<file path="config.mk">
export PLATFORM = sky130hd
export DESIGN_NAME = word_list_record_parser
export DESIGN_NICKNAME = d
export VERILOG_FILES = /design/src/hw/rtl/wlrp_pkg.sv /design/src/hw/rtl/wlrp_cfg.sv /design/src/hw/rtl/wlrp_parse.sv /design/src/hw/rtl/word_list_record_parser.sv
export SDC_FILE = /design/constraint.sdc
export NUM_CORES = 1
export LEC_CHECK = 0
export ABC_AREA = 1
export BUFFER_PORTS_ARGS = -buffer_cell sky130_fd_sc_hd__buf_2
export CELL_PAD_IN_SITES_DETAIL_PLACEMENT = 1
export CELL_PAD_IN_SITES_GLOBAL_PLACEMENT = 2
export CORE_MARGIN = 2
export CORE_UTILIZATION = 36
export CTS_CLUSTER_DIAMETER = 150
export DETAILED_ROUTE_END_ITERATION = 16
export GPL_ROUTABILITY_DRIVEN = 0
export GPL_TIMING_DRIVEN = 0
export PLACE_DENSITY = 0.89
export SETUP_SLACK_MARGIN = 0.02
export SYNTH_ARGS = -nofsm -noshare
export SYNTH_HDL_FRONTEND = slang
export SYNTH_SLANG_ARGS = --single-unit
</file>
<file path="constraint.sdc">
create_clock -name clk -period 8.6 [get_ports clk]
set_input_delay 2.15 -clock clk [delete_from_list [all_inputs] [get_ports clk]]
set_output_delay 2.15 -clock clk [all_outputs]
set_load 0.01 [all_outputs]
</file>
<file path="src/hw/rtl/wlrp_pkg.sv">
// shared types and constants of the word-list record parser
package wlrp_pkg;

	localparam int HEADER_BYTES_DEF = 32;

	localparam int CFG_IDX_W = 2;
	localparam int CFG_DATA_W = 32;

	// configuration register indexes
	localparam logic [CFG_IDX_W-1:0] CFG_MAGIC   = 2'd0;
	localparam logic [CFG_IDX_W-1:0] CFG_VERSION = 2'd1;
	localparam logic [CFG_IDX_W-1:0] CFG_MAX_LEN = 2'd2;

	localparam logic [31:0] MAGIC_RST   = 32'd0;
	localparam logic [15:0] VERSION_RST = 16'd1;
	localparam logic [7:0]  MAX_LEN_RST = 8'd48;

	// status codes
	localparam logic [1:0] ST_PARSING  = 2'd0;
	localparam logic [1:0] ST_LOADED   = 2'd1;
	localparam logic [1:0] ST_CORRUPT  = 2'd2;
	localparam logic [1:0] ST_MISMATCH = 2'd3;

	typedef struct packed {
		logic [31:0] expected_magic;
		logic [15:0] expected_version;
		logic [7:0]  max_word_len;
	} cfg_t;

	typedef struct packed {
		logic [7:0] data_byte;
		logic       first_byte;
		logic       last_byte;
	} in_item_t;

	typedef struct packed {
		logic [1:0]  status;
		logic        char_valid;
		logic [7:0]  char_byte;
		logic        entry_done;
		logic [31:0] entry_index;
		logic [7:0]  word_length;
		logic [31:0] frequency;
		logic [7:0]  entry_flags;
		logic [31:0] max_frequency;
		logic        header_done;
		logic [15:0] header_flags;
		logic [31:0] record_total;
	} out_item_t;

endpackage

</file>
<file path="src/hw/rtl/wlrp_cfg.sv">
// configuration registers of the word-list record parser
module wlrp_cfg (
	input  logic                           clk,
	input  logic                           arst_n,
	input  logic                           cfg_we,
	input  logic [wlrp_pkg::CFG_IDX_W-1:0]  cfg_index,
	input  logic [wlrp_pkg::CFG_DATA_W-1:0] cfg_wdata,
	output wlrp_pkg::cfg_t                 cfg
);
	import wlrp_pkg::*;

	cfg_t cfg_q;

	always_ff @(posedge clk or negedge arst_n) begin
		if (!arst_n) begin
			cfg_q.expected_magic   <= MAGIC_RST;
			cfg_q.expected_version <= VERSION_RST;
			cfg_q.max_word_len     <= MAX_LEN_RST;
		end else if (cfg_we) begin
			unique case (cfg_index)
				CFG_MAGIC:   cfg_q.expected_magic   <= cfg_wdata;
				CFG_VERSION: cfg_q.expected_version <= cfg_wdata[15:0];
				CFG_MAX_LEN: cfg_q.max_word_len     <= cfg_wdata[7:0];
				default: begin
				end
			endcase
		end
	end

	assign cfg = cfg_q;

endmodule

</file>
<file path="src/hw/rtl/wlrp_parse.sv">
// parse state and per-byte step logic of the word-list record parser
module wlrp_parse #(
	parameter int HEADER_BYTES = wlrp_pkg::HEADER_BYTES_DEF
) (
	input  logic                clk,
	input  logic                arst_n,
	input  wlrp_pkg::cfg_t      cfg,
	input  wlrp_pkg::in_item_t  item,
	input  logic                step,
	output wlrp_pkg::out_item_t res
);
	import wlrp_pkg::*;

	localparam int HPW = $clog2(HEADER_BYTES);
	localparam logic [HPW-1:0] HDR_LAST = HPW'(HEADER_BYTES - 1);

	typedef enum logic [2:0] {
		PH_HEADER, PH_LEN, PH_WORD, PH_FREQ, PH_FLAG, PH_DONE, PH_HALT
	} phase_t;

	phase_t         phase_q, phase_n, phase_b;
	logic [HPW-1:0] hpos_q, hpos_n, hpos_b;
	logic [1:0]     fpos_q, fpos_n, fpos_b;
	logic [7:0]     left_q, left_n, left_b;
	logic [7:0]     len_q, len_n, len_b;
	logic [31:0]    freq_q, freq_n, freq_b;
	logic [31:0]    magic_q, magic_n, magic_b;
	logic [15:0]    ver_q, ver_n, ver_b;
	logic [15:0]    hflags_q, hflags_n, hflags_b;
	logic [31:0]    count_q, count_n, count_b;
	logic [31:0]    seen_q, seen_n, seen_b;
	logic [31:0]    maxf_q, maxf_n, maxf_b;
	logic [1:0]     status_q, status_n, status_b;
	logic [7:0]     b;
	logic           hdr_acc;

	always_comb begin
		b = item.data_byte;
		// a first-byte mark restarts parsing before this byte is taken
		if (item.first_byte) begin
			phase_b  = PH_HEADER;
			hpos_b   = '0;
			fpos_b   = '0;
			left_b   = '0;
			len_b    = '0;
			freq_b   = '0;
			magic_b  = '0;
			ver_b    = '0;
			hflags_b = '0;
			count_b  = '0;
			seen_b   = '0;
			maxf_b   = '0;
			status_b = ST_PARSING;
		end else begin
			phase_b  = phase_q;
			hpos_b   = hpos_q;
			fpos_b   = fpos_q;
			left_b   = left_q;
			len_b    = len_q;
			freq_b   = freq_q;
			magic_b  = magic_q;
			ver_b    = ver_q;
			hflags_b = hflags_q;
			count_b  = count_q;
			seen_b   = seen_q;
			maxf_b   = maxf_q;
			status_b = status_q;
		end

		phase_n  = phase_b;
		hpos_n   = hpos_b;
		fpos_n   = fpos_b;
		left_n   = left_b;
		len_n    = len_b;
		freq_n   = freq_b;
		magic_n  = magic_b;
		ver_n    = ver_b;
		hflags_n = hflags_b;
		count_n  = count_b;
		seen_n   = seen_b;
		maxf_n   = maxf_b;
		status_n = status_b;
		res      = '0;

		unique case (phase_b)
			PH_HEADER: begin
				if (hpos_b < HPW'(4)) begin
					case (hpos_b[1:0])
						2'd0: magic_n[7:0]   = magic_b[7:0]   | b;
						2'd1: magic_n[15:8]  = magic_b[15:8]  | b;
						2'd2: magic_n[23:16] = magic_b[23:16] | b;
						default: magic_n[31:24] = magic_b[31:24] | b;
					endcase
				end else if (hpos_b < HPW'(6)) begin
					if (hpos_b[0]) ver_n[15:8] = ver_b[15:8] | b;
					else ver_n[7:0] = ver_b[7:0] | b;
				end else if (hpos_b < HPW'(8)) begin
					if (hpos_b[0]) hflags_n[15:8] = hflags_b[15:8] | b;
					else hflags_n[7:0] = hflags_b[7:0] | b;
				end else if (hpos_b < HPW'(12)) begin
					case (hpos_b[1:0])
						2'd0: count_n[7:0]   = count_b[7:0]   | b;
						2'd1: count_n[15:8]  = count_b[15:8]  | b;
						2'd2: count_n[23:16] = count_b[23:16] | b;
						default: count_n[31:24] = count_b[31:24] | b;
					endcase
				end
				if (hpos_b == HDR_LAST) begin
					// magic is checked ahead of version
					if (magic_n != cfg.expected_magic) begin
						status_n = ST_CORRUPT;
						phase_n  = PH_HALT;
					end else if (ver_n != cfg.expected_version) begin
						status_n = ST_MISMATCH;
						phase_n  = PH_HALT;
					end else begin
						res.header_done = 1'b1;
						if (count_n == 32'd0) begin
							status_n = ST_LOADED;
							phase_n  = PH_DONE;
						end else begin
							phase_n = PH_LEN;
						end
					end
				end else begin
					hpos_n = hpos_b + HPW'(1);
				end
			end
			PH_LEN: begin
				if (b > cfg.max_word_len) begin
					status_n = ST_CORRUPT;
					phase_n  = PH_DONE;
				end else begin
					len_n   = b;
					left_n  = b;
					freq_n  = '0;
					fpos_n  = '0;
					phase_n = (b != 8'd0) ? PH_WORD : PH_FREQ;
				end
			end
			PH_WORD: begin
				res.char_valid = 1'b1;
				res.char_byte  = b;
				left_n = left_b - 8'd1;
				if (left_n == 8'd0) phase_n = PH_FREQ;
			end
			PH_FREQ: begin
				case (fpos_b)
					2'd0: freq_n[7:0]   = freq_b[7:0]   | b;
					2'd1: freq_n[15:8]  = freq_b[15:8]  | b;
					2'd2: freq_n[23:16] = freq_b[23:16] | b;
					default: freq_n[31:24] = freq_b[31:24] | b;
				endcase
				if (fpos_b == 2'd3) begin
					fpos_n  = '0;
					phase_n = PH_FLAG;
				end else begin
					fpos_n = fpos_b + 2'd1;
				end
			end
			PH_FLAG: begin
				res.entry_done  = 1'b1;
				res.entry_index = seen_b;
				res.word_length = len_b;
				res.frequency   = freq_b;
				res.entry_flags = b;
				if (freq_b > maxf_b) maxf_n = freq_b;
				seen_n = seen_b + 32'd1;
				if (seen_n == count_b) begin
					status_n = ST_LOADED;
					phase_n  = PH_DONE;
				end else begin
					phase_n = PH_LEN;
				end
			end
			default: begin
			end
		endcase

		// stream ended before the parse finished
		if (item.last_byte && status_n == ST_PARSING) begin
			status_n = ST_CORRUPT;
			if (phase_n == PH_LEN || phase_n == PH_WORD || phase_n == PH_FREQ ||
					phase_n == PH_FLAG || phase_n == PH_DONE) begin
				phase_n = PH_DONE;
			end else begin
				phase_n = PH_HALT;
			end
		end

		hdr_acc = (phase_n == PH_LEN || phase_n == PH_WORD || phase_n == PH_FREQ ||
				phase_n == PH_FLAG || phase_n == PH_DONE);
		res.status        = status_n;
		res.max_frequency = maxf_n;
		res.header_flags  = hdr_acc ? hflags_n : 16'd0;
		res.record_total  = hdr_acc ? count_n : 32'd0;
	end

	always_ff @(posedge clk or negedge arst_n) begin
		if (!arst_n) begin
			phase_q  <= PH_HEADER;
			hpos_q   <= '0;
			fpos_q   <= '0;
			left_q   <= '0;
			len_q    <= '0;
			freq_q   <= '0;
			magic_q  <= '0;
			ver_q    <= '0;
			hflags_q <= '0;
			count_q  <= '0;
			seen_q   <= '0;
			maxf_q   <= '0;
			status_q <= ST_PARSING;
		end else if (step) begin
			phase_q  <= phase_n;
			hpos_q   <= hpos_n;
			fpos_q   <= fpos_n;
			left_q   <= left_n;
			len_q    <= len_n;
			freq_q   <= freq_n;
			magic_q  <= magic_n;
			ver_q    <= ver_n;
			hflags_q <= hflags_n;
			count_q  <= count_n;
			seen_q   <= seen_n;
			maxf_q   <= maxf_n;
			status_q <= status_n;
		end
	end

`ifndef SYNTHESIS
	a_header_fits: assert property (@(posedge clk) disable iff (!arst_n)
		hpos_q <= HDR_LAST)
		else $error("header position ran past the header");

	a_done_has_status: assert property (@(posedge clk) disable iff (!arst_n)
		(phase_q == PH_DONE || phase_q == PH_HALT) |-> status_q != ST_PARSING)
		else $error("finished parse without a final status");

	a_word_count: assert property (@(posedge clk) disable iff (!arst_n)
		phase_q == PH_WORD |-> left_q != 8'd0 && left_q <= len_q)
		else $error("word byte count out of range");
`endif

endmodule

</file>
<file path="src/hw/rtl/word_list_record_parser.sv">
// word-list record parser top level: input register, parse step, result register
// a byte accepted into the input register passes the parse step into the result register, which drives out_valid
// throughput: one byte per cycle while out_stall is low; the parse step between the two registers sets it
// in_stall rises only when the input register is full and the result register is stalled
// reset: arst_n clears parse state to header parsing, restores the configuration defaults
// and empties both pipeline registers; no clearing pass is needed
module word_list_record_parser #(
	parameter int HEADER_BYTES = wlrp_pkg::HEADER_BYTES_DEF
) (
	input  logic                            clk,
	input  logic                            arst_n,
	input  logic                            in_valid,
	output logic                            in_stall,
	input  wlrp_pkg::in_item_t              in_data,
	output logic                            out_valid,
	input  logic                            out_stall,
	output wlrp_pkg::out_item_t             out_data,
	input  logic                            cfg_we,
	input  logic [wlrp_pkg::CFG_IDX_W-1:0]  cfg_index,
	input  logic [wlrp_pkg::CFG_DATA_W-1:0] cfg_wdata
);
	import wlrp_pkg::*;

	cfg_t      cfg;
	in_item_t  item_s1;
	logic      valid_s1;
	out_item_t res;
	out_item_t res_s2;
	logic      valid_s2;
	logic      take;
	logic      adv;
	logic      in_xfer;

	wlrp_cfg u_cfg (
		.clk       (clk),
		.arst_n    (arst_n),
		.cfg_we    (cfg_we),
		.cfg_index (cfg_index),
		.cfg_wdata (cfg_wdata),
		.cfg       (cfg)
	);

	wlrp_parse #(
		.HEADER_BYTES (HEADER_BYTES)
	) u_parse (
		.clk    (clk),
		.arst_n (arst_n),
		.cfg    (cfg),
		.item   (item_s1),
		.step   (adv),
		.res    (res)
	);

	// result register can take a new item when empty or being drained
	assign take     = !valid_s2 || !out_stall;
	assign adv      = valid_s1 && take;
	assign in_stall = valid_s1 && !take;
	assign in_xfer  = in_valid && !in_stall;

	always_ff @(posedge clk or negedge arst_n) begin
		if (!arst_n) begin
			valid_s1 <= 1'b0;
			valid_s2 <= 1'b0;
		end else begin
			if (in_xfer) valid_s1 <= 1'b1;
			else if (adv) valid_s1 <= 1'b0;
			if (adv) valid_s2 <= 1'b1;
			else if (!out_stall) valid_s2 <= 1'b0;
		end
	end

	always_ff @(posedge clk) begin
		if (in_xfer) item_s1 <= in_data;
		if (adv) res_s2 <= res;
	end

	assign out_valid = valid_s2;
	assign out_data  = res_s2;

`ifndef SYNTHESIS
	a_stall_needs_item: assert property (@(posedge clk) disable iff (!arst_n)
		in_stall |-> valid_s1 && valid_s2)
		else $error("input stalled with room in the pipeline");

	a_char_or_entry: assert property (@(posedge clk) disable iff (!arst_n)
		out_valid |-> !(out_data.char_valid && out_data.entry_done))
		else $error("character and record end on the same byte");

	// an accepted header can still end corrupt when the stream stops on it
	a_header_status: assert property (@(posedge clk) disable iff (!arst_n)
		out_valid && out_data.header_done |-> out_data.status != ST_MISMATCH)
		else $error("header accepted with a version mismatch");

	a_max_tracks: assert property (@(posedge clk) disable iff (!arst_n)
		out_valid && out_data.entry_done |-> out_data.frequency <= out_data.max_frequency)
		else $error("record frequency above running maximum");
`endif

endmodule

</file>
======== After elaboration in Yosys (flattened, before gate mapping) ========
Cells that the tools add are included.
W data, S select, Z words.
word-level totals
  register bits after elaboration ......... 461
  input bits .............................. 49
  output and inout bits ................... 175
  word-level logic and storage cells ...... 206
operators by class
  add/subtract/negate cells ............... 4
  order comparisons ....................... 6
  eq/ne operators ......................... 26
  muxes and demuxes ....................... 87
  bitwise gates (word level) .............. 18
  reduce and logical (&&, ||, !) cells .... 32
operators by type and width
  kind                     count
  $mux W32                 18
  $mux W8                  21
  $mux W16                 10
  $or A8 B8 Y8             16
  $mux W81                 1
  $pmux W32 S2             1
  $add A32 B1 Y32 const B  1
  $eq A32 B32 Y1           1
  $gt A32 B32 Y1           1
  $logic_not A32 Y1        1
  $ne A32 B32 Y1           1
  $mux W3                  10
  $mux W2                  12
  $eq A3 B2 Y1 const B     6
  $ne A16 B16 Y1           1
  $pmux W8 S2              1
  $eq A3 B3 Y1 const B     5
  $mux W5                  3
  $pmux W3 S5              1
  $lt A5 B3 Y1 const B     2
  $lt A5 B4 Y1 const B     2
  $eq A3 B1 Y1 const B     3
  $logic_or A1 B1 Y1       9
  $mux W9                  1
  other kinds (21)         45

======== Depth between registers and ports, before layout ========
  depth in word-level cells ............... 27
  gate-level depth with buffers ........... 27

======== Cells and area by module ========
A second synthesis with hierarchy kept.
second synthesis, totals
  cells, all modules ...................... 3163
  area, all modules ....................... 24842.6 um^2
modules (own cells, without submodules)
  module                   instances  cells an instance  area each (um^2)  sequential area each (um^2)
  wlrp_parse               1          2721               16978.8           5505.3
  word_list_record_parser  1          195                5590.4            5545.3
  wlrp_cfg                 1          247                2273.4            1405.1

======== Worst setup path before layout ========
OpenSTA, ideal clock, no wires.
  path type ............................... input to register
  from .................................... input out_stall
  to ...................................... register res_s2 (netlist bit out_data[0]), enable pin
  data arrival time ....................... 7.548 ns
  slack ................................... 0.447 ns
  cell stages on the path ................. 5
  path buffers ............................ 2
  cell sequence ........................... nand2_1 > inv_1 > nor2_1 > clkbuf_1 > clkbuf_1
between the ends
  word-level cells in the longest chain between the ends .. 3
RTL lines
  element                 line                           text
  start: declaration      word_list_record_parser.sv:16  input logic out_stall,
  $logic_not A1 Y1        --
  $logic_or A1 B1 Y1      word_list_record_parser.sv:55  assign take = !valid_s2 || !out_stall;
  $logic_and A1 B1 Y1     word_list_record_parser.sv:56  assign adv = valid_s1 && take;
  net adv                 word_list_record_parser.sv:31  logic adv;
  end signal: assignment  word_list_record_parser.sv:74  if (adv) res_s2 <= res;
  end: declaration        word_list_record_parser.sv:28  out_item_t res_s2;
The timed path passes the listed nets, and every way through them passes these cells.
A chain may end at the register's enable or synchronous reset.

==> out/qor.txt <==
Cell internal pwr: 4814 µW
Max Cap Viol: 0
Critical path, cell by cell: buf_4, buf_2, clkbuf_1, clkbuf_1, nor2_1, ha_1, nand2_1, o21bai_1, a21oi_1, o41ai_1, o2111ai_1, nand2_1, o211ai_1, nand2_1, clkbuf_1, nor2_1, a21oi_1, nand2_1, nand2_1
Critical path arrival: 6.26 ns
CP Launch Type: flop
PwrDens: 269.7 mW/mm²
Worst Setup SP: item_s1[1]
Yosys warning count: 0
Final-report setup violation count: 0
Levels on crit path: 19
Rel. slew slack: 24.07%
LEAKAGE: 0.01326 µW
Worst path required time: 9.17 ns
I/O pin count: 224
Synth Flop Type: dfrtp_1
Cts hold-fix bufs: 0
Seq pwr share: 38.2%
Initial antenna violation count: 3
Switching share of total power: 37.79%
CP endpoint: u_parse.maxf_q[2]
Layout Utilization: 42.65%
Final hold violation count: 0
Largest net degree at the start of global routing: 107
ANT cells: 0
Post-CTS setup buffer count: 0
Detail Route Antenna Nets: 0
# DRC: 0
R2r startpoint: item_s1[1]
WP buf/inv: 5
Final Non-Filler Cells: 4292
Clock Latency Late Sink: 0.64 ns
First-pass GRT wire length: 141500 µm
Clock share of power: 31.6%
GRT Overall Usage: 26.73%
Core box area: 0.06728 mm²
Via count of the routed design: 22580
Most frequent cells in the layout: 824 x nand2_1, 438 x nor2_1, 335 x inv_1
Number of synthesized flops with an enable pin: 183
Drt initial violations: 1933
Vias per std cell: 5.260
Worst setup EP type: flop
Syn Std Cell Area: 0.02449 mm²
Post-CTS Resized: 0
Flops & latches, synth: 461
Min-delay worst type: reg -> reg
Routed length per instance: 22.04 µm
Chip height: 264.8 µm
CTS root buffer: clkbuf_16
Comb power frac: 30.2%
Slew @ Worst Pin: 1.139 ns
Worst-path maximum fanout: 10
Routed WL: 94600 µm
CTS buffer count: 53
Max Root-Sink Buffers: 3
Fin. max-slew vios: 0
FF-to-FF setup slack: 2.91 ns
Slowest CP cell: clkbuf_1
Layout cell share with drive strength beyond 1: 12.28%
Vias in the first global route: 23250
Drt first pass iters: 5
Commonest non-fill, non-tap cell in the layout: nand2_1
RSZ-0062 raised after global routing: false
GR Overflow Total: 0
Final Cycle Share: 66.20%
Die width: 264.8 µm
Cell family with most CP delay: buffers and inverters
Initial Util: 36.40%
Max Clock Freq: 175.7 MHz
Syn_nets: 3188
VDD IR-drop max: 0.0001470 V
R2R Path End: u_parse.maxf_q[2]
Crit-path most repeated cell: nand2_1
Sw Pwr: 2924 µW
Area growth, synth to finish: 17.19%
H-tree Lvls: 2
Setup Skew: 0.03554 ns
Post-synth cell types: 52
Cells on Worst Hold Path: 2
Crit-path max cell delay: 0.64 ns
Tmin final: 5.693 ns
CTS clock-pin slew for the worst setup and hold paths: 0.06 ns
Inst Count DP: 4192
Row count: 95
Ys async rst share: 60.30%
Syn avg cell area: 7.922 µm²
# fillers: 8264
Total Nets Final: 3471
CTS tree: yes
R2R depth: 19
Sequential area share after synthesis: 50.87%
Mapped Cells: 3091
Die ar.: 0.07012 mm²
Clk sinks: 461
IO buf count: 223
Outcome: completed
Critical path class: reg -> reg
Dpl hpwl: 71050 µm
-- flip-flops by register name, summed over array words and instances, names as in the netlist --
signal / cells
u_parse.hflags_q: 16
out_data: 173
u_cfg.cfg: 56
u_parse.hpos_q: 5
u_parse.fpos_q: 2
u_parse.magic_q: 32
u_parse.ver_q: 16
u_parse.freq_q: 32
u_parse.seen_q: 32
valid_s1: 1
item_s1: 10
u_parse.len_q: 8
u_parse.maxf_q: 32
u_parse.left_q: 8
out_valid: 1
u_parse.status_q: 2
u_parse.phase_q: 3
u_parse.count_q: 32
-- Yosys cell counts (17+ instances only) --
master,number,area (µm²)
nor2_4,26,292.8
a31oi_1,33,206.5
edfxtp_1,183,5495
dfrtp_1,275,6882
o21ai_0,220,1101
nor2_1,438,1644
clkbuf_1,86,322.8
nand2_1,824,3093
nand3_1,222,1111
a21oi_1,142,710.7
inv_1,335,1257
nand4_1,20,125.1
a22oi_1,19,142.6
o31ai_1,33,247.7
ha_1,48,600.6
buf_2,23,115.1
buf_1,19,71.32
nor2_2,17,106.4
-- through the flow --
stage	TNS (ns)	total power (µW)	hold WS, ns	setup WS (ns)	cell area [µm²]
after CTS	0	7763	0.4817	2.985	28700
after floorplan	0	4416	0.4340	0.4472	24490
after detailed placement	0	5299	0.4655	3.025	26850
after global placement	-506.97	5251	0.4449	-2.126	26700
final	0	7738	0.4850	2.907	28700
after global routing	0	8117	0.4992	2.654	28700
-- layout make-up --
class,instances,area [µm²],share of cell area [%]
plain buffers,141,658.1,2.293
clock buffers,68,1433,4.992
clock inverters,32,416.7,1.452
inverters,353,1328,4.626
multi-input cells,2136,10050,35.02
flip-flops and latches,461,12460,43.41
well taps,873,1092,3.806
repair buffers,228,1264,4.404
-- worst min-delay path by stage --
| stage | startpoint | endpoint | slack (ns) |
|---|---|---|---|
| 3_5_place_dp | u_parse.seen_q[30] | u_parse.seen_q[30] | 0.47 |
| 3_3_place_gp | valid_s1 | out_valid | 0.44 |
| 5_1_grt | u_parse.seen_q[30] | u_parse.seen_q[30] | 0.50 |
| 6_report | u_parse.seen_q[30] | u_parse.seen_q[30] | 0.49 |
| 2_1_floorplan | valid_s1 | out_valid | 0.43 |
| 4_1_cts | u_parse.seen_q[30] | u_parse.seen_q[30] | 0.48 |
-- kinds of logic (layout without fill, tap and decap cells) --
group | after synthesis | in the layout | synth area share [%]
AO/OA/AOI/OAI | 486 | 486 | 11.01
XOR/XNOR | 11 | 11 | 0.3935
flip-flops | 461 | 461 | 50.87
buffers and inverters | 494 | 822 | 8.094
adder cells (fa/ha/maj) | 48 | 48 | 2.453
AND/OR/NAND/NOR | 1591 | 1591 | 27.19
-- worst register-to-register path, delay by kind of cell, from the launching register on --
family | cells | cell delay, ns
buffers and inverters | 5 | 2.42
DFF | 1 | 0.39
and+or+nand+nor | 7 | 1.09
AOI/OAI and AO/OA | 6 | 1.39
adders and majority gates | 1 | 0.34
-- metal layers --
layer	global-route usage (%)	share of wire, %	up-vias
met5	0	0.030	-
li1	-	-	10640
met4	12.81	5.0	4
met3	4.793	5.7	228
met1	34.04	43	11050
met2	44.02	46	661
-- power by group through the flow --
stage / combinational [µW] / sequential [µW] / clock (µW)
floorplan: 1430 / 2990 / 0
global placement: 2250 / 3010 / 0
detailed placement: 2310 / 2990 / 0
CTS: 2330 / 2950 / 2480
global route: 2580 / 2990 / 2550
finish: 2340 / 2950 / 2450
No activity file was read; power rests on OpenSTA's default activity.
